$ cat src/design/msmf_pkg.sv
// ----------------------------------------------------------------------------
// msmf_pkg: shared types and constants of the marker span mute filter
// Holds the configuration register indexes, the engine state type and the
// payload structs that travel between the queues and the scan engine.
// ----------------------------------------------------------------------------
package msmf_pkg;

  localparam int unsigned MaxMarkerLenDef = 8;
  localparam int unsigned InQueueDepth    = 2;
  localparam int unsigned OutQueueDepth   = 4;
  localparam int unsigned MarkerW         = 64;
  localparam int unsigned LenW            = 4;
  localparam int unsigned CfgIdxW         = 3;

  typedef enum logic [CfgIdxW-1:0] {
    CfgStartMarker = 3'd0,
    CfgStartLen    = 3'd1,
    CfgStopMarker  = 3'd2,
    CfgStopLen     = 3'd3,
    CfgBeginMuted  = 3'd4
  } cfg_idx_e;

  typedef enum logic {
    EngIdle,
    EngScan
  } eng_state_e;

  typedef struct packed {
    logic [7:0] data;
    logic       new_stream;
  } item_t;

  typedef struct packed {
    logic [7:0] data;
    logic       last;
  } result_t;

  typedef struct packed {
    logic [MarkerW-1:0] start_marker;
    logic [MarkerW-1:0] stop_marker;
    logic               begin_muted;
  } marker_cfg_t;

endpackage

$ cat src/design/msmf_fifo.sv
// ----------------------------------------------------------------------------
// msmf_fifo: small register queue
// First-in first-out store with push/full on the write side and pop/empty on
// the read side; the head entry is always visible on data_o.
// ----------------------------------------------------------------------------
module msmf_fifo #(
  parameter int unsigned Width = 8,
  parameter int unsigned Depth = 2,
  localparam int unsigned PtrW = (Depth > 1) ? $clog2(Depth) : 1,
  localparam int unsigned CntW = $clog2(Depth + 1)
) (
  input  logic             clk_i,
  input  logic             rst_ni,
  input  logic             push_i,
  input  logic [Width-1:0] data_i,
  output logic             full_o,
  input  logic             pop_i,
  output logic [Width-1:0] data_o,
  output logic             empty_o
);

  logic [Width-1:0] mem_q [Depth];
  logic [PtrW-1:0]  wr_ptr_q, wr_ptr_d;
  logic [PtrW-1:0]  rd_ptr_q, rd_ptr_d;
  logic [CntW-1:0]  cnt_q, cnt_d;
  logic             do_push, do_pop;

  assign full_o  = (cnt_q == CntW'(Depth));
  assign empty_o = (cnt_q == '0);
  assign do_push = push_i && !full_o;
  assign do_pop  = pop_i && !empty_o;
  assign data_o  = mem_q[rd_ptr_q];

  always_comb begin
    wr_ptr_d = wr_ptr_q;
    rd_ptr_d = rd_ptr_q;
    cnt_d    = cnt_q;
    if (do_push) begin
      wr_ptr_d = (wr_ptr_q == PtrW'(Depth - 1)) ? '0 : PtrW'(wr_ptr_q + 1'b1);
    end
    if (do_pop) begin
      rd_ptr_d = (rd_ptr_q == PtrW'(Depth - 1)) ? '0 : PtrW'(rd_ptr_q + 1'b1);
    end
    if (do_push && !do_pop) begin
      cnt_d = CntW'(cnt_q + 1'b1);
    end else if (do_pop && !do_push) begin
      cnt_d = CntW'(cnt_q - 1'b1);
    end
  end

  always_ff @(posedge clk_i or negedge rst_ni) begin
    if (!rst_ni) begin
      wr_ptr_q <= '0;
      rd_ptr_q <= '0;
      cnt_q    <= '0;
    end else begin
      wr_ptr_q <= wr_ptr_d;
      rd_ptr_q <= rd_ptr_d;
      cnt_q    <= cnt_d;
    end
  end

  always_ff @(posedge clk_i) begin
    if (do_push) begin
      mem_q[wr_ptr_q] <= data_i;
    end
  end

endmodule

$ cat src/design/msmf_engine.sv
// ----------------------------------------------------------------------------
// msmf_engine: marker scan engine
// Takes one byte from the input queue, appends it to the held bytes and then
// rescans them one step per cycle, a release waiting on a full result queue:
// drop a front marker, drop (muted) or release the oldest, stop on a prefix.
// ----------------------------------------------------------------------------
module msmf_engine #(
  parameter int unsigned MaxMarkerLen = msmf_pkg::MaxMarkerLenDef,
  localparam int unsigned CntW = $clog2(MaxMarkerLen + 1),
  localparam int unsigned IdxW = (MaxMarkerLen > 1) ? $clog2(MaxMarkerLen) : 1
) (
  input  logic                  clk_i,
  input  logic                  rst_ni,
  input  msmf_pkg::marker_cfg_t cfg_i,
  input  logic [CntW-1:0]       start_len_i,
  input  logic [CntW-1:0]       stop_len_i,
  input  msmf_pkg::item_t       item_i,
  input  logic                  item_empty_i,
  output logic                  item_pop_o,
  output msmf_pkg::result_t     res_o,
  output logic                  res_push_o,
  input  logic                  res_full_i
);

  import msmf_pkg::*;

  eng_state_e      state_q, state_d;
  logic [7:0]      held_q [MaxMarkerLen];
  logic [7:0]      held_d [MaxMarkerLen];
  logic [CntW-1:0] cnt_q, cnt_d;
  logic            muted_q, muted_d;
  logic            pend_v_q, pend_v_d;
  logic [7:0]      pend_byte_q, pend_byte_d;

  logic [CntW-1:0] mlen;
  logic [7:0]      mbytes [MaxMarkerLen];
  logic            eq;
  logic            done;
  logic            hit0;

  // The watched marker depends on the mute state.
  assign mlen = muted_q ? stop_len_i : start_len_i;

  always_comb begin
    for (int j = 0; j < MaxMarkerLen; j++) begin
      mbytes[j] = muted_q ? cfg_i.stop_marker[8*j +: 8] : cfg_i.start_marker[8*j +: 8];
    end
  end

  // Compare the overlap of held bytes and marker, front aligned.
  always_comb begin
    eq = 1'b1;
    for (int j = 0; j < MaxMarkerLen; j++) begin
      if ((CntW'(j) < cnt_q) && (CntW'(j) < mlen) && (held_q[j] != mbytes[j])) begin
        eq = 1'b0;
      end
    end
  end

  assign done = (cnt_q == '0) || ((mlen != '0) && eq && (cnt_q < mlen));
  assign hit0 = (mlen != '0) && eq && (cnt_q >= mlen);

  always_comb begin
    logic [CntW-1:0] cnt_n;
    logic            muted_n;
    logic [CntW-1:0] drop;
    logic            do_shift;
    logic [CntW:0]   sum;

    cnt_n       = cnt_q;
    muted_n     = muted_q;
    drop        = '0;
    do_shift    = 1'b0;
    sum         = '0;
    state_d     = state_q;
    held_d      = held_q;
    cnt_d       = cnt_q;
    muted_d     = muted_q;
    pend_v_d    = pend_v_q;
    pend_byte_d = pend_byte_q;
    item_pop_o  = 1'b0;
    res_push_o  = 1'b0;
    res_o       = '0;

    unique case (state_q)
      EngIdle: begin
        if (!item_empty_i && !res_full_i) begin
          item_pop_o = 1'b1;
          cnt_n      = item_i.new_stream ? '0 : cnt_q;
          muted_n    = item_i.new_stream ? cfg_i.begin_muted : muted_q;
          cnt_d      = cnt_n;
          muted_d    = muted_n;
          if (muted_n && (stop_len_i == '0)) begin
            // Muted with no stop marker: the byte is dropped.
          end else if (!muted_n && (start_len_i == '0)) begin
            res_push_o = 1'b1;
            res_o.data = item_i.data;
            res_o.last = 1'b1;
          end else begin
            if (cnt_n < CntW'(MaxMarkerLen)) begin
              held_d[cnt_n[IdxW-1:0]] = item_i.data;
              cnt_d = CntW'(cnt_n + 1'b1);
            end
            state_d = EngScan;
          end
        end
      end
      EngScan: begin
        if (done) begin
          // The last released byte leaves with its end-of-run mark.
          if (!pend_v_q || !res_full_i) begin
            res_push_o = pend_v_q;
            res_o.data = pend_byte_q;
            res_o.last = 1'b1;
            pend_v_d   = 1'b0;
            state_d    = EngIdle;
          end
        end else if (hit0) begin
          drop     = mlen;
          do_shift = 1'b1;
          muted_d  = !muted_q;
        end else if (muted_q) begin
          drop     = CntW'(1);
          do_shift = 1'b1;
        end else if (!pend_v_q || !res_full_i) begin
          res_push_o  = pend_v_q;
          res_o.data  = pend_byte_q;
          res_o.last  = 1'b0;
          pend_v_d    = 1'b1;
          pend_byte_d = held_q[0];
          drop        = CntW'(1);
          do_shift    = 1'b1;
        end
      end
      default: state_d = EngIdle;
    endcase

    if (do_shift) begin
      for (int i = 0; i < MaxMarkerLen; i++) begin
        sum = (CntW + 1)'(i) + {1'b0, drop};
        if (sum < (CntW + 1)'(MaxMarkerLen)) begin
          held_d[i] = held_q[sum[IdxW-1:0]];
        end
      end
      cnt_d = CntW'(cnt_q - drop);
    end
  end

  always_ff @(posedge clk_i or negedge rst_ni) begin
    if (!rst_ni) begin
      state_q  <= EngIdle;
      cnt_q    <= '0;
      muted_q  <= 1'b0;
      pend_v_q <= 1'b0;
    end else begin
      state_q  <= state_d;
      cnt_q    <= cnt_d;
      muted_q  <= muted_d;
      pend_v_q <= pend_v_d;
    end
  end

  always_ff @(posedge clk_i) begin
    held_q      <= held_d;
    pend_byte_q <= pend_byte_d;
  end

endmodule

$ cat src/design/marker_span_mute_filter.sv
// ----------------------------------------------------------------------------
// marker_span_mute_filter: start/stop marker span suppression for byte streams
// A byte enters the input queue and is taken in by the engine. With no marker
// watched it goes straight to the result queue (or is dropped while muted);
// else the engine scans it step by step and then, in a closing step, pushes
// the last released byte with its end-of-run mark. Throughput: one byte per
// cycle when no marker is watched and the result queue has room; otherwise no
// new byte is taken until the scan of the last one is done.
// Reset clears the queues, the held count, the mute state and all configuration.
// ----------------------------------------------------------------------------
module marker_span_mute_filter #(
  parameter int unsigned MaxMarkerLen = msmf_pkg::MaxMarkerLenDef
) (
  input  logic                          clk_i,
  input  logic                          rst_ni,
  input  logic                          push,
  output logic                          full,
  input  logic [7:0]                    in_byte_i,
  input  logic                          new_stream_i,
  output logic                          empty,
  input  logic                          pop,
  output logic [7:0]                    out_byte_o,
  output logic                          last_of_run_o,
  input  logic                          cfg_we_i,
  input  logic [msmf_pkg::CfgIdxW-1:0]  cfg_idx_i,
  input  logic [msmf_pkg::MarkerW-1:0]  cfg_data_i
);

  import msmf_pkg::*;

  localparam int unsigned CntW = $clog2(MaxMarkerLen + 1);

  marker_cfg_t     cfg_q;
  logic [LenW-1:0] start_len_q;
  logic [LenW-1:0] stop_len_q;
  logic [CntW-1:0] start_len;
  logic [CntW-1:0] stop_len;

  item_t   in_item;
  item_t   eng_item;
  logic    eng_item_empty;
  logic    eng_item_pop;
  result_t eng_res;
  logic    eng_res_push;
  logic    eng_res_full;
  result_t out_res;

  always_ff @(posedge clk_i or negedge rst_ni) begin
    if (!rst_ni) begin
      cfg_q       <= '0;
      start_len_q <= '0;
      stop_len_q  <= '0;
    end else if (cfg_we_i) begin
      unique case (cfg_idx_e'(cfg_idx_i))
        CfgStartMarker: cfg_q.start_marker <= cfg_data_i;
        CfgStartLen:    start_len_q        <= cfg_data_i[LenW-1:0];
        CfgStopMarker:  cfg_q.stop_marker  <= cfg_data_i;
        CfgStopLen:     stop_len_q         <= cfg_data_i[LenW-1:0];
        CfgBeginMuted:  cfg_q.begin_muted  <= cfg_data_i[0];
        default: ;
      endcase
    end
  end

  // Lengths beyond the held store saturate at its depth.
  assign start_len = (start_len_q > LenW'(MaxMarkerLen)) ? CntW'(MaxMarkerLen)
                                                         : CntW'(start_len_q);
  assign stop_len  = (stop_len_q > LenW'(MaxMarkerLen))  ? CntW'(MaxMarkerLen)
                                                         : CntW'(stop_len_q);

  assign in_item.data       = in_byte_i;
  assign in_item.new_stream = new_stream_i;

  msmf_fifo #(
    .Width ($bits(item_t)),
    .Depth (InQueueDepth)
  ) u_front (
    .clk_i   (clk_i),
    .rst_ni  (rst_ni),
    .push_i  (push),
    .data_i  (in_item),
    .full_o  (full),
    .pop_i   (eng_item_pop),
    .data_o  (eng_item),
    .empty_o (eng_item_empty)
  );

  msmf_engine #(
    .MaxMarkerLen (MaxMarkerLen)
  ) u_engine (
    .clk_i        (clk_i),
    .rst_ni       (rst_ni),
    .cfg_i        (cfg_q),
    .start_len_i  (start_len),
    .stop_len_i   (stop_len),
    .item_i       (eng_item),
    .item_empty_i (eng_item_empty),
    .item_pop_o   (eng_item_pop),
    .res_o        (eng_res),
    .res_push_o   (eng_res_push),
    .res_full_i   (eng_res_full)
  );

  msmf_fifo #(
    .Width ($bits(result_t)),
    .Depth (OutQueueDepth)
  ) u_result (
    .clk_i   (clk_i),
    .rst_ni  (rst_ni),
    .push_i  (eng_res_push),
    .data_i  (eng_res),
    .full_o  (eng_res_full),
    .pop_i   (pop),
    .data_o  (out_res),
    .empty_o (empty)
  );

  assign out_byte_o    = out_res.data;
  assign last_of_run_o = out_res.last;

endmodule
$ cat config.mk
export PLATFORM = sky130hd
export DESIGN_NAME = marker_span_mute_filter
export DESIGN_NICKNAME = d
export VERILOG_FILES = /design/src/design/msmf_pkg.sv /design/src/design/msmf_fifo.sv /design/src/design/msmf_engine.sv /design/src/design/marker_span_mute_filter.sv
export SDC_FILE = /design/constraint.sdc
export NUM_CORES = 1
export LEC_CHECK = 0
export ABC_AREA = 1
export BUFFER_PORTS_ARGS = -buffer_cell sky130_fd_sc_hd__buf_2
export CAP_MARGIN = 15
export CORE_UTILIZATION = 45
export CTS_CLUSTER_SIZE = 28
export DETAILED_ROUTE_END_ITERATION = 10
export PLACE_DENSITY = 0.65
export SYNTH_ARGS = -nofsm -noshare
export SYNTH_HDL_FRONTEND = slang
export SYNTH_SLANG_ARGS = --single-unit
$ cat constraint.sdc
create_clock -name clk_i -period 5.6 [get_ports clk_i]
set_input_delay 0.28 -clock clk_i [delete_from_list [all_inputs] [get_ports clk_i]]
set_output_delay 0.28 -clock clk_i [all_outputs]
set_load 0.01 [all_outputs]
==> metrics.log <==
INFO  metric drt-vias-per-instance = 5.621
INFO  metric synth-edff-count = 62
INFO  metric die_height = 192.7 um
INFO  metric rsz0062_at_grt = false
INFO  metric yosysTopAreaCellShare = 23.70%
INFO  metric initial_core_util = 45.90%
INFO  metric path_depth = 20
INFO  metric detail_route.drc_violations = 8
INFO  metric die_width = 192.7 um
INFO  metric timing_hold_violations_final = 0
INFO  metric antenna_found_initial = 0
INFO  metric worst_r2r_path_depth = 20
INFO  metric min_period_over_period = 87.95%
INFO  metric vias_after_detailed_routing = 15.86k
INFO  metric min_to = cfg_q[51]
INFO  metric post-route-cell-area = 18340 um^2
INFO  metric post-route-min-period = 4.925 ns
INFO  metric synth_simple_gate_area_share = 33.98%
INFO  metric synth_top_cells_by_area = dfrtp_1 (24%), nand2_1 (18%), edfxtp_1 (11%)
INFO  metric crit_path_largest_cell_delay = 0.54 ns
INFO  metric drv.max_cap_violation_count = 0
INFO  metric power_per_cell_area = 654.5 nW/um^2
INFO  metric clock_insertion_delay_at_the_later_pin_of_the_skew_report = 0.54 ns
INFO  metric synth_compound_area_share = 10.88%
INFO  metric syn_avg_cell_area = 7.185 um^2
INFO  metric detail_route.wl_per_cell = 20.28 um
INFO  metric cp_cell_sequence = nor2_2, nand2_1, o21ai_2, inv_1, ha_1, inv_1, o21bai_1, a221oi_1, nand2_1, nand3_4, clkinv_2, nand2_2, nand3_2, inv_2, ha_1, inv_1, xor2_4, nand3_1, nand3_1, o21ai_1
INFO  metric critPathCaptureType = register
INFO  metric die_area = 37140 um^2
INFO  metric mostFrequentLayoutCell = nand2_1
INFO  metric reg2reg_setup_slack = 0.67 ns
INFO  metric grt_use_met1 = 44.50%
INFO  metric layout.area.seq = 7023 um^2
INFO  metric areaGrowthSynthToFinish = 12.08%
INFO  metric setup_tns = 0 ns
INFO  metric grt_pass1_vias = 14.71k
INFO  metric seq_cells_post_synth = 281
INFO  metric synth.net_count = 2384
INFO  metric gr-total-overflow = 0
INFO  metric status = finished, violations left
INFO  metric slew_at_the_pin_with_the_worst_max_slew_slack = 1.218 ns
INFO  metric violations = DRC
INFO  metric min_from = cfg_data_i[50]
INFO  metric largest_net_degree_at_the_start_of_global_routing = 127
INFO  metric dpl.hpwl = 41.52 mm
INFO  metric global_route.peak_usage_layer = met2
INFO  metric ant_nets = 0
INFO  metric synth_flop_cell = dfrtp_1
INFO  metric final_max_slew_viol_count = 0
INFO  metric detail_route.first_pass.iterations = 9
INFO  metric layout.filler_cells = 3625
INFO  metric global_route_wire_length_before_repair = 87.76 mm
INFO  metric clock_sink_count = 281
INFO  metric multi_input_area = 7983 um^2
INFO  metric ir_worst_vdd = 0.2663 mV
INFO  metric post_synthesis_adder_cell_area_fraction = 2.003%
INFO  metric hold_crit_path_type = in -> reg
INFO  metric post_syn_instances = 2278
INFO  metric hold-path-cell-count = 3
INFO  metric required = 6.00 ns
INFO  metric area_inside_the_core_boundary = 35660 um^2
INFO  metric worstPathArrival = 5.33 ns
INFO  metric grt.met2_usage = 46.95%
INFO  metric detailedPlace.worstSlack = 0.8365 ns
INFO  metric timing.setup.critical_path_class = reg -> reg
INFO  metric layout.nets = 2441
INFO  metric grtUsageTotal = 31.33%
INFO  metric setup.worst_path.start_class = register
INFO  metric placement.io_buffers = 91
INFO  metric synth_xor_area_share = 1.682%
INFO  metric yosysTopAreaCell = dfrtp_1
INFO  metric multiplexer_area_fraction_after_synthesis = 0.1300%
INFO  metric postSynth.asyncResetShare = 55.16%
INFO  metric max_buffers_root_to_sink = 3
INFO  metric finClkSkew = 0.03430 ns
INFO  metric postPlaceCellArea = 17120 um^2
INFO  metric synth_top_family_by_area = simple AND/OR/NAND/NOR gates
INFO  metric final_hold_slack = 0.01158 ns
INFO  metric fmax = 203.0 MHz
INFO  metric max_slew_margin = 18.27%
INFO  metric final_cell_mix = nand2_1 (775), nand3_1 (302), inv_1 (214)
INFO  metric design.portCount = 92
INFO  metric delay_heaviest_family_cp = simple AND/OR/NAND/NOR gates
INFO  metric p_leak = 9.019 nW
INFO  metric dr.first_iter.drc_count = 1477
INFO  metric maximum_fanout_along_the_worst_path = 28
INFO  metric buffers_plus_inverters_on_the_worst_setup_path = 5
INFO  metric cts-root-buf = clkbuf_16
INFO  metric r2r-start = u_engine.muted_q
INFO  metric route.final.wire_length = 57.21 mm
INFO  metric synth.lib_cells_used.distinct = 54
INFO  metric rr_endpoint = u_engine.held_q[48]
INFO  metric numCtsBuffers = 34
INFO  metric row_count = 69
INFO  metric worst_path_max_delay_cell = nand3_2
INFO  metric setup-violations-final = 0
INFO  metric h-tree-depth = 2
INFO  metric place.gp.congestion = 0.9820
INFO  metric cts.clk_slew.worst_paths = 0.06 ns
INFO  metric share_of_final_layout_standard_cells_stronger_than_drive_strength_1 = 9.496%
INFO  metric worst_slack = 0.6746 ns
INFO  metric synthesis.area = 16370 um^2
INFO  metric tritoncts = yes
INFO  metric post_cts.repair.setup_buffers = 0
INFO  metric ys_warn_count = 0
INFO  metric synth_sequential_area_ratio = 42.90%
INFO  metric met3_layer_usage_reported_by_global_route = 6.347%
INFO  metric cp_common_cell = inv_1
[Yosys cell counts, types with 2 or more instances]
cell	count
nand3_2	3
inv_2	12
fa_1	2
o22ai_1	11
nand2_1	776
or2_2	7
clkinv_2	2
clkbuf_1	51
ha_1	23
buf_2	38
nor2_4	2
nand2_2	7
xor2_4	2
o21ai_0	209
buf_4	14
dfrtp_1	155
edfxtp_1	62
o21bai_1	2
xnor2_1	4
o211ai_1	48
xor2_1	18
nand4_1	71
a31oi_1	4
nand3_1	302
a21oi_1	27
nand2_4	2
inv_1	214
nor3_1	4
nor2_1	95
buf_1	5
dfxtp_1	64
nor2_2	4
nand3b_1	2
o21ai_1	16
[state kept, by name, summed over array words and instances (netlist names)]
register and cells:
cfg_q 129, u_engine.held_q 64, u_result.mem_q 36, u_front.mem_q 18
u_engine.pend_byte_q 8, start_len_q 4, stop_len_q 4, u_engine.cnt_q 4
u_result.cnt_q 3, u_front.cnt_q 2, u_result.rd_ptr_q 2, u_result.wr_ptr_q 2
u_engine.muted_q 1, u_engine.pend_v_q 1, u_engine.state_q 1, u_front.rd_ptr_q 1
u_front.wr_ptr_q 1
[area by class of cell]
cell class	count	share of cell area (%)
antenna	1	0.01364
clock buffer	45	5.088
clock inverter	15	0.8117
inverter	229	4.700
multi-input combinational	1659	43.52
sequential	281	38.29
tap	461	3.144
timing repair buffer	130	4.440
[timing repair]
| item | 4_1_cts | 5_1_grt |
|---|---|---|
| hold buffers | 11 | 0 |
| setup endpoints to repair | 0 | 0 |
| gates resized for setup | 0 | 0 |
| hold endpoints to repair | 91 | 0 |
[power by group]
group / internal (mW) / switching [mW]
clock: 1.27 / 0.904
combinational: 1.90 / 4.43
sequential: 2.82 / 0.679
[worst register-to-register path: cells and delay by family, from the launching register on]
kind | cells | cell delay (ns)
compound gates | 4 | 0.79
flops | 1 | 0.52
simple gates | 8 | 1.68
fa+ha+maj | 2 | 0.52
buf+inv | 5 | 0.77
xor+xnor | 1 | 0.51
[through the flow]
stage | power (mW) | util [%] | cells
2_1_floorplan | 7.618 | - | 2278
3_3_place_gp | 9.618 | 48.00 | 2747
3_5_place_dp | 9.651 | 48.02 | 2748
4_1_cts | 11.87 | 51.36 | 2819
5_1_grt | 12.85 | 51.44 | 2820
6_report | 12.01 | 51.45 | 2821
[layer usage]
layer | wire (um) | vias to the layer above
met4 | 1936 | 0
met5 | 0 | -
met1 | 25500 | 7463
met2 | 24860 | 650
li1 | - | 7621
met3 | 4911 | 122
[worst max-delay path by stage]
stage,start,to
6_report,u_engine.muted_q,u_engine.held_q[48]
3_3_place_gp,u_engine.muted_q,u_engine.held_q[48]
5_1_grt,u_engine.muted_q,u_engine.held_q[48]
2_1_floorplan,u_engine.muted_q,u_engine.held_q[55]
3_5_place_dp,u_engine.muted_q,u_engine.held_q[48]
4_1_cts,u_engine.muted_q,u_engine.held_q[48]
[cells by family (layout without fill, tap and decap cells)]
logic type      count (synthesis)  in the layout
other cells                     0              1
fa+ha+maj                      25             25
xor+xnor                       25             25
buf+inv                       338            419
mux                             2              2
flops                         281            281
compound gates                323            323
simple gates                 1284           1284
No activity file was read; power rests on OpenSTA's default activity.
